File: src/design/text_console_writer_unit_macros.svh
// Assertion macros used by the console writer controller (tcw_ctrl).
// Both expect a clock named clk and an active-low reset named arst_n in scope.
`ifndef TEXT_CONSOLE_WRITER_UNIT_MACROS_SVH
`define TEXT_CONSOLE_WRITER_UNIT_MACROS_SVH

// A condition that must hold at every clock edge outside reset.
`define TCW_ASSERT(lbl, expr, msg) \
	lbl: assert property (@(posedge clk) disable iff (!arst_n) (expr)) else $error(msg);

// A condition that must hold in the cycle after a trigger.
`define TCW_IMPLY(lbl, ante, cons, msg) \
	lbl: assert property (@(posedge clk) disable iff (!arst_n) (ante) |=> (cons)) \
		else $error(msg);

`endif

File: src/design/tcw_pkg.sv
package tcw_pkg;

	// Screen geometry.
	localparam int COLUMNS   = 80;
	localparam int ROWS      = 25;
	localparam int TAB_WIDTH = 8;
	localparam int CELLS     = COLUMNS * ROWS;
	localparam int TAB_SHIFT = $clog2(TAB_WIDTH);

	// Field widths.
	localparam int OP_W    = 2;
	localparam int CHAR_W  = 8;
	localparam int COLOR_W = 4;
	localparam int COL_W   = 7;
	localparam int ROW_W   = 5;
	localparam int ADDR_W  = 11;
	localparam int CELL_W  = 16;

	localparam logic [CELL_W-1:0] BLANK_CELL = 16'h0F20;

	// Opcodes.
	localparam logic [OP_W-1:0] OP_PUT   = 2'd0;
	localparam logic [OP_W-1:0] OP_CLEAR = 2'd1;
	localparam logic [OP_W-1:0] OP_READ  = 2'd2;

	// Control characters.
	localparam logic [CHAR_W-1:0] CH_BS    = 8'h08;
	localparam logic [CHAR_W-1:0] CH_TAB   = 8'h09;
	localparam logic [CHAR_W-1:0] CH_LF    = 8'h0A;
	localparam logic [CHAR_W-1:0] CH_CR    = 8'h0D;
	localparam logic [CHAR_W-1:0] CH_SPACE = 8'h20;

	// One cycle of frame memory traffic.
	typedef struct packed {
		logic              we;
		logic [ADDR_W-1:0] waddr;
		logic [CELL_W-1:0] wdata;
		logic              re;
		logic [ADDR_W-1:0] raddr;
	} tcw_ram_req_t;

	// Finished result handed to the output register.
	typedef struct packed {
		logic [COL_W-1:0]  col;
		logic [ROW_W-1:0]  row;
		logic [ADDR_W-1:0] location;
		logic [CELL_W-1:0] data;
		logic              scrolled;
	} tcw_result_t;

	// Maps a screen row to its row in memory, which rotates by one on every scroll.
	function automatic logic [ROW_W-1:0] phys_row(input logic [ROW_W-1:0] row,
			input logic [ROW_W-1:0] base);
		logic [ROW_W:0] sum;
		sum = {1'b0, row} + {1'b0, base};
		if (sum >= (ROW_W+1)'(ROWS)) begin
			sum = sum - (ROW_W+1)'(ROWS);
		end
		return sum[ROW_W-1:0];
	endfunction

	// Linear cell address of a row and column.
	function automatic logic [ADDR_W-1:0] cell_addr(input logic [ROW_W-1:0] row,
			input logic [COL_W-1:0] col);
		return ADDR_W'(row) * ADDR_W'(COLUMNS) + ADDR_W'(col);
	endfunction

endpackage

File: src/design/tcw_ctrl.sv
`include "text_console_writer_unit_macros.svh"

module tcw_ctrl
	import tcw_pkg::*;
(
	input  logic               clk,
	input  logic               arst_n,
	input  logic               in_valid,
	output logic               in_stall,
	input  logic [OP_W-1:0]    opcode,
	input  logic [CHAR_W-1:0]  char_code,
	input  logic [COLOR_W-1:0] back_color,
	input  logic [COLOR_W-1:0] fore_color,
	input  logic [ADDR_W-1:0]  cell_index,
	output tcw_ram_req_t       ram_req,
	input  logic [CELL_W-1:0]  ram_rdata,
	output logic               res_valid,
	input  logic               res_take,
	output tcw_result_t        res
);

	localparam logic [2:0] ST_IDLE  = 3'd0;
	localparam logic [2:0] ST_EXEC  = 3'd1;
	localparam logic [2:0] ST_SWEEP = 3'd2;
	localparam logic [2:0] ST_MOVE  = 3'd3;
	localparam logic [2:0] ST_RDIV  = 3'd4;
	localparam logic [2:0] ST_RWAIT = 3'd5;
	localparam logic [2:0] ST_DONE  = 3'd6;

	logic [2:0]             state_q;
	logic [OP_W-1:0]        op_q;
	logic [CHAR_W-1:0]      ch_q;
	logic [2*COLOR_W-1:0]   attr_q;
	logic [ADDR_W-1:0]      rem_q;
	logic [ROW_W-1:0]       rrow_q;
	logic                   rvalid_q;
	logic [COL_W-1:0]       cur_col_q;
	logic [ROW_W-1:0]       cur_row_q;
	logic [ROW_W-1:0]       base_q;
	logic [ROWS-1:0]        row_valid_q;
	logic [COL_W-1:0]       sweep_col_q;
	logic [CELL_W-1:0]      data_q;
	logic                   scrolled_q;

	logic                   printable;
	logic [ROW_W-1:0]       prow_cur;
	logic [ROW_W-1:0]       prow_rd;
	logic [CELL_W-1:0]      put_cell;
	logic [COL_W:0]         col_n;
	logic [ROW_W:0]         row_n;
	logic                   scroll;

	assign printable = (ch_q[CHAR_W-1] == 1'b0) && (ch_q >= CH_SPACE);
	assign prow_cur  = phys_row(cur_row_q, base_q);
	assign prow_rd   = phys_row(rrow_q, base_q);
	assign put_cell  = {attr_q, ch_q};

	// Next cursor position for a put, with wrap and scroll.
	always_comb begin
		col_n  = {1'b0, cur_col_q};
		row_n  = {1'b0, cur_row_q};
		scroll = 1'b0;
		priority if (ch_q == CH_BS) begin
			if (cur_col_q != '0) begin
				col_n = col_n - 1'b1;
			end
		end else if (ch_q == CH_TAB) begin
			col_n = ((col_n >> TAB_SHIFT) + 1'b1) << TAB_SHIFT;
		end else if (ch_q == CH_CR) begin
			col_n = '0;
		end else if (ch_q == CH_LF) begin
			col_n = '0;
			row_n = row_n + 1'b1;
		end else if (printable) begin
			col_n = col_n + 1'b1;
		end else begin
			// Other control bytes and bytes with the top bit set leave the cursor alone.
			col_n = {1'b0, cur_col_q};
		end
		if (col_n >= (COL_W+1)'(COLUMNS)) begin
			col_n = '0;
			row_n = row_n + 1'b1;
		end
		if (row_n >= (ROW_W+1)'(ROWS)) begin
			row_n  = (ROW_W+1)'(ROWS - 1);
			scroll = 1'b1;
		end
	end

	// Memory traffic: single writes, row sweeps and reads.
	always_comb begin
		ram_req = '0;
		unique case (state_q)
			ST_EXEC: begin
				if ((op_q == OP_PUT) && printable && row_valid_q[prow_cur]) begin
					ram_req.we    = 1'b1;
					ram_req.waddr = cell_addr(prow_cur, cur_col_q);
					ram_req.wdata = put_cell;
				end
			end
			ST_SWEEP: begin
				ram_req.we    = 1'b1;
				ram_req.waddr = cell_addr(prow_cur, sweep_col_q);
				ram_req.wdata = (sweep_col_q == cur_col_q) ? put_cell : BLANK_CELL;
			end
			ST_RDIV: begin
				if (rem_q < ADDR_W'(COLUMNS)) begin
					ram_req.re    = 1'b1;
					ram_req.raddr = cell_addr(prow_rd, rem_q[COL_W-1:0]);
				end
			end
			default: begin
				ram_req = '0;
			end
		endcase
	end

	// Sequencer and cursor state.
	always_ff @(posedge clk or negedge arst_n) begin
		if (!arst_n) begin
			state_q     <= ST_IDLE;
			cur_col_q   <= '0;
			cur_row_q   <= '0;
			base_q      <= '0;
			row_valid_q <= '0;
		end else begin
			unique case (state_q)
				ST_IDLE: begin
					if (in_valid) begin
						state_q <= ST_EXEC;
					end
				end
				ST_EXEC: begin
					unique case (op_q)
						OP_PUT: begin
							if (printable && !row_valid_q[prow_cur]) begin
								state_q <= ST_SWEEP;
							end else begin
								state_q <= ST_MOVE;
							end
						end
						OP_CLEAR: begin
							row_valid_q <= '0;
							cur_col_q   <= '0;
							cur_row_q   <= '0;
							state_q     <= ST_DONE;
						end
						OP_READ: begin
							if (rem_q >= ADDR_W'(CELLS)) begin
								state_q <= ST_DONE;
							end else begin
								state_q <= ST_RDIV;
							end
						end
						default: begin
							state_q <= ST_DONE;
						end
					endcase
				end
				ST_SWEEP: begin
					if (sweep_col_q == COL_W'(COLUMNS - 1)) begin
						row_valid_q[prow_cur] <= 1'b1;
						state_q               <= ST_MOVE;
					end
				end
				ST_MOVE: begin
					cur_col_q <= col_n[COL_W-1:0];
					cur_row_q <= row_n[ROW_W-1:0];
					if (scroll) begin
						// The old top row becomes the new bottom row and reads blank.
						row_valid_q[base_q] <= 1'b0;
						base_q <= phys_row(base_q, ROW_W'(1));
					end
					state_q <= ST_DONE;
				end
				ST_RDIV: begin
					if (rem_q < ADDR_W'(COLUMNS)) begin
						state_q <= ST_RWAIT;
					end
				end
				ST_RWAIT: begin
					state_q <= ST_DONE;
				end
				ST_DONE: begin
					if (res_take) begin
						state_q <= ST_IDLE;
					end
				end
				default: begin
					state_q <= ST_IDLE;
				end
			endcase
		end
	end

	// Item fields and working registers.
	always_ff @(posedge clk) begin
		unique case (state_q)
			ST_IDLE: begin
				op_q        <= opcode;
				ch_q        <= char_code;
				attr_q      <= {back_color, fore_color};
				rem_q       <= cell_index;
				rrow_q      <= '0;
				sweep_col_q <= '0;
				data_q      <= '0;
				scrolled_q  <= 1'b0;
			end
			ST_SWEEP: begin
				sweep_col_q <= sweep_col_q + 1'b1;
			end
			ST_MOVE: begin
				scrolled_q <= scroll;
			end
			ST_RDIV: begin
				// Split the cell index into row and column, one row per cycle.
				if (rem_q >= ADDR_W'(COLUMNS)) begin
					rem_q  <= rem_q - ADDR_W'(COLUMNS);
					rrow_q <= rrow_q + 1'b1;
				end else begin
					rvalid_q <= row_valid_q[prow_rd];
				end
			end
			ST_RWAIT: begin
				data_q <= rvalid_q ? ram_rdata : BLANK_CELL;
			end
			default: begin
				data_q <= data_q;
			end
		endcase
	end

	assign in_stall      = (state_q != ST_IDLE);
	assign res_valid     = (state_q == ST_DONE);
	assign res.col       = cur_col_q;
	assign res.row       = cur_row_q;
	assign res.location  = cell_addr(cur_row_q, cur_col_q);
	assign res.data      = data_q;
	assign res.scrolled  = scrolled_q;

	`TCW_ASSERT(a_col_range, cur_col_q < COL_W'(COLUMNS), "cursor column out of range")
	`TCW_ASSERT(a_row_range, cur_row_q < ROW_W'(ROWS), "cursor row out of range")
	`TCW_ASSERT(a_no_rw_overlap, !(ram_req.we && ram_req.re), "read and write in one cycle")
	`TCW_IMPLY(a_scroll_blanks, (state_q == ST_MOVE) && scroll,
		!row_valid_q[$past(base_q)], "scrolled-in row not blanked")
	`TCW_IMPLY(a_sweep_marks, (state_q == ST_SWEEP) && (sweep_col_q == COL_W'(COLUMNS - 1)),
		row_valid_q[prow_cur], "swept row not marked valid")

endmodule

File: config.mk
export PLATFORM = sky130hd
export DESIGN_NAME = tcw_ctrl
export DESIGN_NICKNAME = d
export VERILOG_FILES = /design/src/design/tcw_pkg.sv /design/src/design/tcw_ctrl.sv
export VERILOG_INCLUDE_DIRS = /design/src /design/src/design
export SDC_FILE = /design/constraint.sdc
export NUM_CORES = 1
export LEC_CHECK = 0
export BUFFER_PORTS_ARGS = -buffer_cell sky130_fd_sc_hd__buf_4
export CORE_MARGIN = 4
export CORE_UTILIZATION = 63
export CTS_CLUSTER_SIZE = 20
export DETAILED_ROUTE_END_ITERATION = 10
export PLACE_DENSITY_LB_ADDON = 0.1
export SYNTH_ARGS = -nofsm -noshare
export SYNTH_HDL_FRONTEND = slang
export SYNTH_SLANG_ARGS = --single-unit
export TNS_END_PERCENT = 10
File: constraint.sdc
create_clock -name clk -period 15 [get_ports clk]
set_clock_uncertainty 0.15 [all_clocks]
set_input_delay 1.5 -clock clk [delete_from_list [all_inputs] [get_ports clk]]
set_output_delay 1.5 -clock clk [all_outputs]
set_load 0.02 [all_outputs]
==> out/qor.txt, run 1 <==
Vias in the first global route: 7546
I/O Buffers: 130
Clock sink count: 104
CP required: 13350 ps
Clock root buffer: clkbuf_16
Setup tns final: 0 ps
Initial DRT Pass Iterations: 5
Gpl congestion: 0.9758
Worst Setup Start Kind: flop
Die Y: 126.0 um
Tot GR Track Use: 28.77%
Clock share of power: 16.3%
Detailed Route Iter0 Violations: 731
WHS Path Cells: 1
Total power draw: 1.442 mW
CTS Buf Count: 9
HPWL after DPL: 17.05 mm
Status: complete, no violations
Starting density of the core: 65.24%
Most common cell after layout, fill and taps aside: buf_4
Setup crit end kind: output port
Postcts setup bufs: 0
Core Area: 13450 um2
RSZ-0062 raised after global routing: no
Most frequent cells in the layout: buf_4 (135), nor2_1 (113), nand2_1 (82)
Max Buffers Root-to-Sink: 2
YS warnings: 0
Area leader, netlist: edfxtp_1
Hold_buf cts: 0
Antenna violations before repair: 0
Layout cells sized above 1: 17.36%
H-tree depth: 3
Post-synth EDFFs: 59
Grt total ovfl: 0
Routed length per placed instance: 18.37 um
Clk_lat worst skew: 360 ps
Area contributors post-synth: edfxtp_1 (20%), dfrtp_1 (13%), ha_1 (8.4%)
Die W: 126.0 um
Netlist cell types: 80
Worst EP arrival: 6350 ps
Yosys top cell area share: 20.19%
Max Clk Rate: 0.1250 GHz
CTS tree: built
Total Wirelength: 23.13 mm
Clock transition at path regs: 80 ps
Sw Ratio: 43.92%
CP max FO: 21
Switch Pwr: 633.4 uW
Final Hold Viols: 0
Remaining DRCs: 0
Peak VDD IR: 0.1210 mV
Combinational power share: 48.9%
First-pass GRT wire length: 37.55 mm
Routed vias: 7880
Row count: 42
Fillers: 1018
Number of gates resized after CTS: 0
Post-layout min period: 8002 ps
Reg2Reg Depth: 13
Max_slew headroom: 12.90%
Ys async rst share: 43.27%
Register area share after synthesis: 33.01%
Die area: 15880 um2
P_leak: 4.413 nW
PwrDens: 143.5 nW/um2
Worst Hold Class: flop to flop
Critical path type: flop to output port
Final period util: 53.35%
Antenna Cells: 0
# setup viols final: 0
Internal: 808.9 uW
Post-Syn Area per Cell: 8.920 um2
Syn nets: 1101
Worst Tran Pin Value: 1293 ps
Seq cells post-synth: 104
Main synth FF type: edfxtp_1
Cell area after synthesis: 8777 um2
Maxcap violations: 0
I/O Pins: 131
Mapped Cells: 984
Max-slew violations: 0
Post-DRT Antenna Nets: 0
Layout Area Growth over Synthesis: 14.54%
Vias/cell: 6.259
Largest net degree at the start of global routing: 46
Sequential power share: 34.8%
Nets: 1195
-- synth_stat cells (all sizes together) (8+ instances only) --
| master | number |
|---|---|
| a21o | 16 |
| a21oi | 64 |
| a31oi | 19 |
| and2 | 26 |
| and3 | 11 |
| buf | 19 |
| clkbuf | 33 |
| dfrtp | 45 |
| edfxtp | 59 |
| fa | 9 |
| ha | 59 |
| inv | 44 |
| mux2i | 18 |
| mux4 | 11 |
| nand2 | 82 |
| nand2b | 12 |
| nand3 | 32 |
| nand4 | 11 |
| nor2 | 114 |
| nor2b | 24 |
| nor3 | 13 |
| nor4 | 13 |
| o21ai | 62 |
| o22a | 15 |
| or2 | 8 |
| xnor2 | 48 |
| xor2 | 21 |
-- layout make-up --
| class | count | area (um2) | share of cell area (%) |
|---|---|---|---|
| Inverter | 45 | 168.9 | 1.680 |
| Tap cell | 176 | 220.2 | 2.190 |
| Clock inverter | 6 | 60.06 | 0.5974 |
| Multi-Input combinational cell | 783 | 5464 | 54.35 |
| Timing Repair Buffer | 135 | 1013 | 10.08 |
| Sequential cell | 104 | 2898 | 28.82 |
| Clock buffer | 10 | 229.0 | 2.278 |
-- per-stage QoR --
step                      cells  utilization [%]  setup WS, ps  area [um2]  hold slack (ps)
final                      1259            74.73          6998       10050            411.9
after global placement     1243            72.58          7651        9764            376.1
after detailed placement   1243            72.58          7490        9764            375.1
after global routing       1259            74.73          6393       10050            431.3
after CTS                  1259            74.73          7080       10050            406.9
after floorplan             984                -          8807        8777            331.7
-- cell families after synthesis --
family | Yosys count | share of synthesized area [%]
AOI/OAI and AO/OA | 235 | 17.55
xor gates and xnor gates | 69 | 7.185
adders and majority gates | 68 | 10.46
muxes | 34 | 5.517
DFF | 104 | 33.01
buffers and inverters | 97 | 4.733
and+or+nand+nor | 377 | 21.54
-- flip-flops by register name (all words and copies together), names as in the netlist, 2 cells and up --
| signal | cells |
|---|---|
| data_q | 16 |
| sweep_col_q | 7 |
| base_q | 5 |
| row_valid_q | 25 |
| op_q | 2 |
| cur_col_q | 7 |
| attr_q | 8 |
| rem_q | 11 |
| ch_q | 8 |
| state_q | 3 |
| rrow_q | 5 |
| cur_row_q | 5 |
-- power groups by stage --
stage | sequential (mW) | combinational (mW) | clock [mW]
3_3_place_gp | 0.505 | 0.674 | 0
5_1_grt | 0.517 | 0.778 | 0.251
4_1_cts | 0.501 | 0.702 | 0.237
3_5_place_dp | 0.506 | 0.695 | 0
6_report | 0.502 | 0.705 | 0.235
2_1_floorplan | 0.499 | 0.489 | 0
-- per-layer routing --
metal | vias to the layer above | GRT usage (%) | part of all wire (%)
met5 | - | 0 | 0
met4 | 0 | 9.148 | 2.6
met3 | 60 | 6.097 | 8.9
met2 | 405 | 45.04 | 46
met1 | 3683 | 40.29 | 42
li1 | 3732 | - | -
-- path summary, 6_finish.rpt --
kind / start / end / slack [ps]
min in group asynchronous: arst_n / cur_row_q[3] / 1010
hold / removal: row_valid_q[7] / row_valid_q[7] / 410
max in group asynchronous: arst_n / row_valid_q[6] / 13270
hold reg to reg: row_valid_q[7] / row_valid_q[7] / 410
setup reg to reg: cur_row_q[0] / state_q[0] / 9570
setup / recovery: cur_row_q[0] / ram_req[34] / 7000
-- worst max-delay path, stage by stage, from the launching register on --
cell	delay, ps
dfrtp_1	670
ha_1	250
inv_1	60
fa_1	750
ha_1	390
and2_1	310
nand2b_2	100
a31oi_4	560
mux2i_1	630
inv_1	250
nand3_1	140
a211oi_1	110
nor4_4	790
nand2_1	510
o22ai_1	300
buf_4	190
Power figures use the tool's default switching activity.
==> run 2, diff against run 1 <==
- CORE_UTILIZATION: 63 -> 59
- clock period: 15 -> 7.7 ns (I/O delays scaled with it)
==> out/qor.txt, run 2 (synthesized netlist as in run 1, its figures left out) <==
Max FFs per register: 25 (unchanged)
Slowest CP cell: fa_1
Die area: 16890 um2 (+6.3%)
CTS Buf Count: 9 (unchanged)
Gpl congestion: 0.9147 (-6.3%)
Status: complete, no violations
Hold slack: 266.3 ps (-145.6 ps)
Layout Area Growth over Synthesis: 14.47% (about the same)
Max_slew headroom: 29.78% (+17 points)
Layout cells sized above 1: 17.38% (about the same)
Crit path max-delay family: simple AND/OR/NAND/NOR gates
Post-DRT Antenna Nets: 0 (unchanged)
CTS tree: built
# setup viols final: 0 (unchanged)
Post-layout min period: 7064 ps
FF+latch area: 2898 um2 (unchanged)
Crit path cell chain: ha_1 -> inv_1 -> fa_1 -> ha_1 -> and2_1 -> nand2b_2 -> a31oi_4 -> mux2i_1 -> inv_1 -> nand3_1 -> a211oi_1 -> nor4_4 -> nand2_1 -> o22ai_1 -> buf_4
Total Wirelength: 23.03 mm (-0.45%)
PwrDens: 278.5 nW/um2 (+94%)
P_leak: 4.398 nW (-0.36%)
Remaining DRCs: 0 (unchanged)
First-pass GRT wire length: 37.19 mm (-0.95%)
Grt total ovfl: 0 (unchanged)
Worst Setup Start Kind: flop
Clk_lat worst skew: 360 ps (about the same)
Hold_buf cts: 0 (unchanged)
Max Clk Rate: 0.1416 GHz
CP max FO: 21 (unchanged)
CP peak stage delay: 740 ps (-50 ps)
Vias in the first global route: 7340 (-2.7%)
Clock sink count: 104 (unchanged)
Initial DRT Pass Iterations: 6 (+1)
RSZ-0062 raised after global routing: no
Final Hold Viols: 0 (unchanged)
Starting density of the core: 60.39% (-4.9 points)
HPWL after DPL: 17.20 mm (+0.84%)
Antenna Cells: 0 (unchanged)
Peak VDD IR: 0.1749 mV (+45%)
Routed vias: 7845 (-0.44%)
Die Y: 130.0 um (+3.1%)
Core Area: 14530 um2 (+8.0%)
Vias/cell: 6.197 (-0.99%)
Setup tns final: 0 ps (unchanged)
Max-slew violations: 0 (unchanged)
Most frequent cells in the layout: buf_4 (134), nor2_1 (113), nand2_1 (82)
Worst Tran Pin Value: 1049 ps (-243.4 ps)
Largest net degree at the start of global routing: 46 (unchanged)
Max Buffers Root-to-Sink: 2 (unchanged)
Row count: 44 (+4.8%)
Number of gates resized after CTS: 0 (unchanged)
CP required: 6780 ps (-6570 ps)
I/O Buffers: 130 (unchanged)
Worst Hold Class: primary input to async pin
Antenna violations before repair: 0 (unchanged)
Final period util: 91.74%
Area of the multi-input gates: 5464 um2 (unchanged)
Biggest register: row_valid_q
Die W: 130.0 um (+3.1%)
Detailed Route Iter0 Violations: 710 (-2.9%)
Setup crit end kind: output port
H-tree depth: 3 (unchanged)
I/O Pins: 131 (unchanged)
Tot GR Track Use: 27.54% (-1.2 points)
Clock transition at path regs: 80 ps (about the same)
Worst EP arrival: 6140 ps (-210 ps)
Nets: 1194 (-0.084%)
Routed length per placed instance: 18.19 um (-1.0%)
Critical path type: flop to output port
Fillers: 1179 (+16%)
Biggest regs: row_valid_q x25, data_q x16, rem_q x11
Most common cell after layout, fill and taps aside: buf_4
Clock root buffer: clkbuf_16
Buf+Inv Stages, Crit Path: 3 (unchanged)
Postcts setup bufs: 0 (unchanged)
Maxcap violations: 0 (unchanged)
-- run 2: cell types whose count changed in the layout (fill, tap and decap cells not counted), sizes merged --
cell      change
inv           -2
clkbuf        -1
clkinvlp      +3
buf           -1
-- run 2: final timing paths --
path / startpoint / endpoint / slack [ps] / cells past startpoint
hold reg to reg: row_valid_q[21] / row_valid_q[21] / 430 / 1
setup reg to reg: cur_row_q[0] / state_q[0] / 2360 / 13
setup / recovery: cur_row_q[0] / ram_req[34] / 640 / 15
min in group clk: row_valid_q[21] / row_valid_q[21] / 430 / 1
hold / removal: arst_n / cur_row_q[2] / 270 / 1
max in group asynchronous: arst_n / row_valid_q[2] / 6700 / 1
-- run 2: per-layer routing --
metal / up-vias / part of all wire [%] / global-route usage, %
li1: 3738 / - / -
met1: 3692 / 43 / 38.99
met2: 373 / 46 / 43.65
met3: 42 / 8.9 / 5.690
met4: 0 / 1.8 / 6.846
met5: - / 0 / 0
-- run 2: worst register-to-register path, delay by kind of cell, from the launching register on --
family	cells	cell delay (ps)
muxes	1	630
and+or+nand+nor	4	1260
AOI/OAI and AO/OA	3	900
adders and majority gates	3	1400
DFF	1	650
buffers and inverters	2	290
-- run 2: cell type report --
| class | instances | area share (%) |
|---|---|---|
| clock buffers | 9 | 2.242 |
| clock inverters | 7 | 0.5479 |
| inverters | 45 | 1.681 |
| multi-input cells | 783 | 54.38 |
| flip-flops and latches | 104 | 28.84 |
| well taps | 184 | 2.291 |
| repair buffers | 134 | 10.01 |
-- run 2: where the power goes --
group / total (mW) / internal (mW) / switching, mW
Combinational: 1.36 / 0.538 / 0.818
Clock: 0.451 / 0.223 / 0.227
Sequential: 0.991 / 0.807 / 0.184
-- run 2: per-stage QoR --
| stage | power (mW) | instances | util (%) | cell area (um2) | setup slack (ps) |
|---|---|---|---|---|---|
| global route | 3.002 | 1266 | 69.13 | 10050 | 31.41 |
| floorplan | 1.924 | 984 | - | 8777 | 2237 |
| global placement | 2.316 | 1250 | 67.20 | 9767 | 1294 |
| detailed placement | 2.345 | 1250 | 67.20 | 9767 | 1081 |
| CTS | 2.797 | 1266 | 69.13 | 10050 | 695.1 |
| finish | 2.798 | 1266 | 69.13 | 10050 | 635.8 |
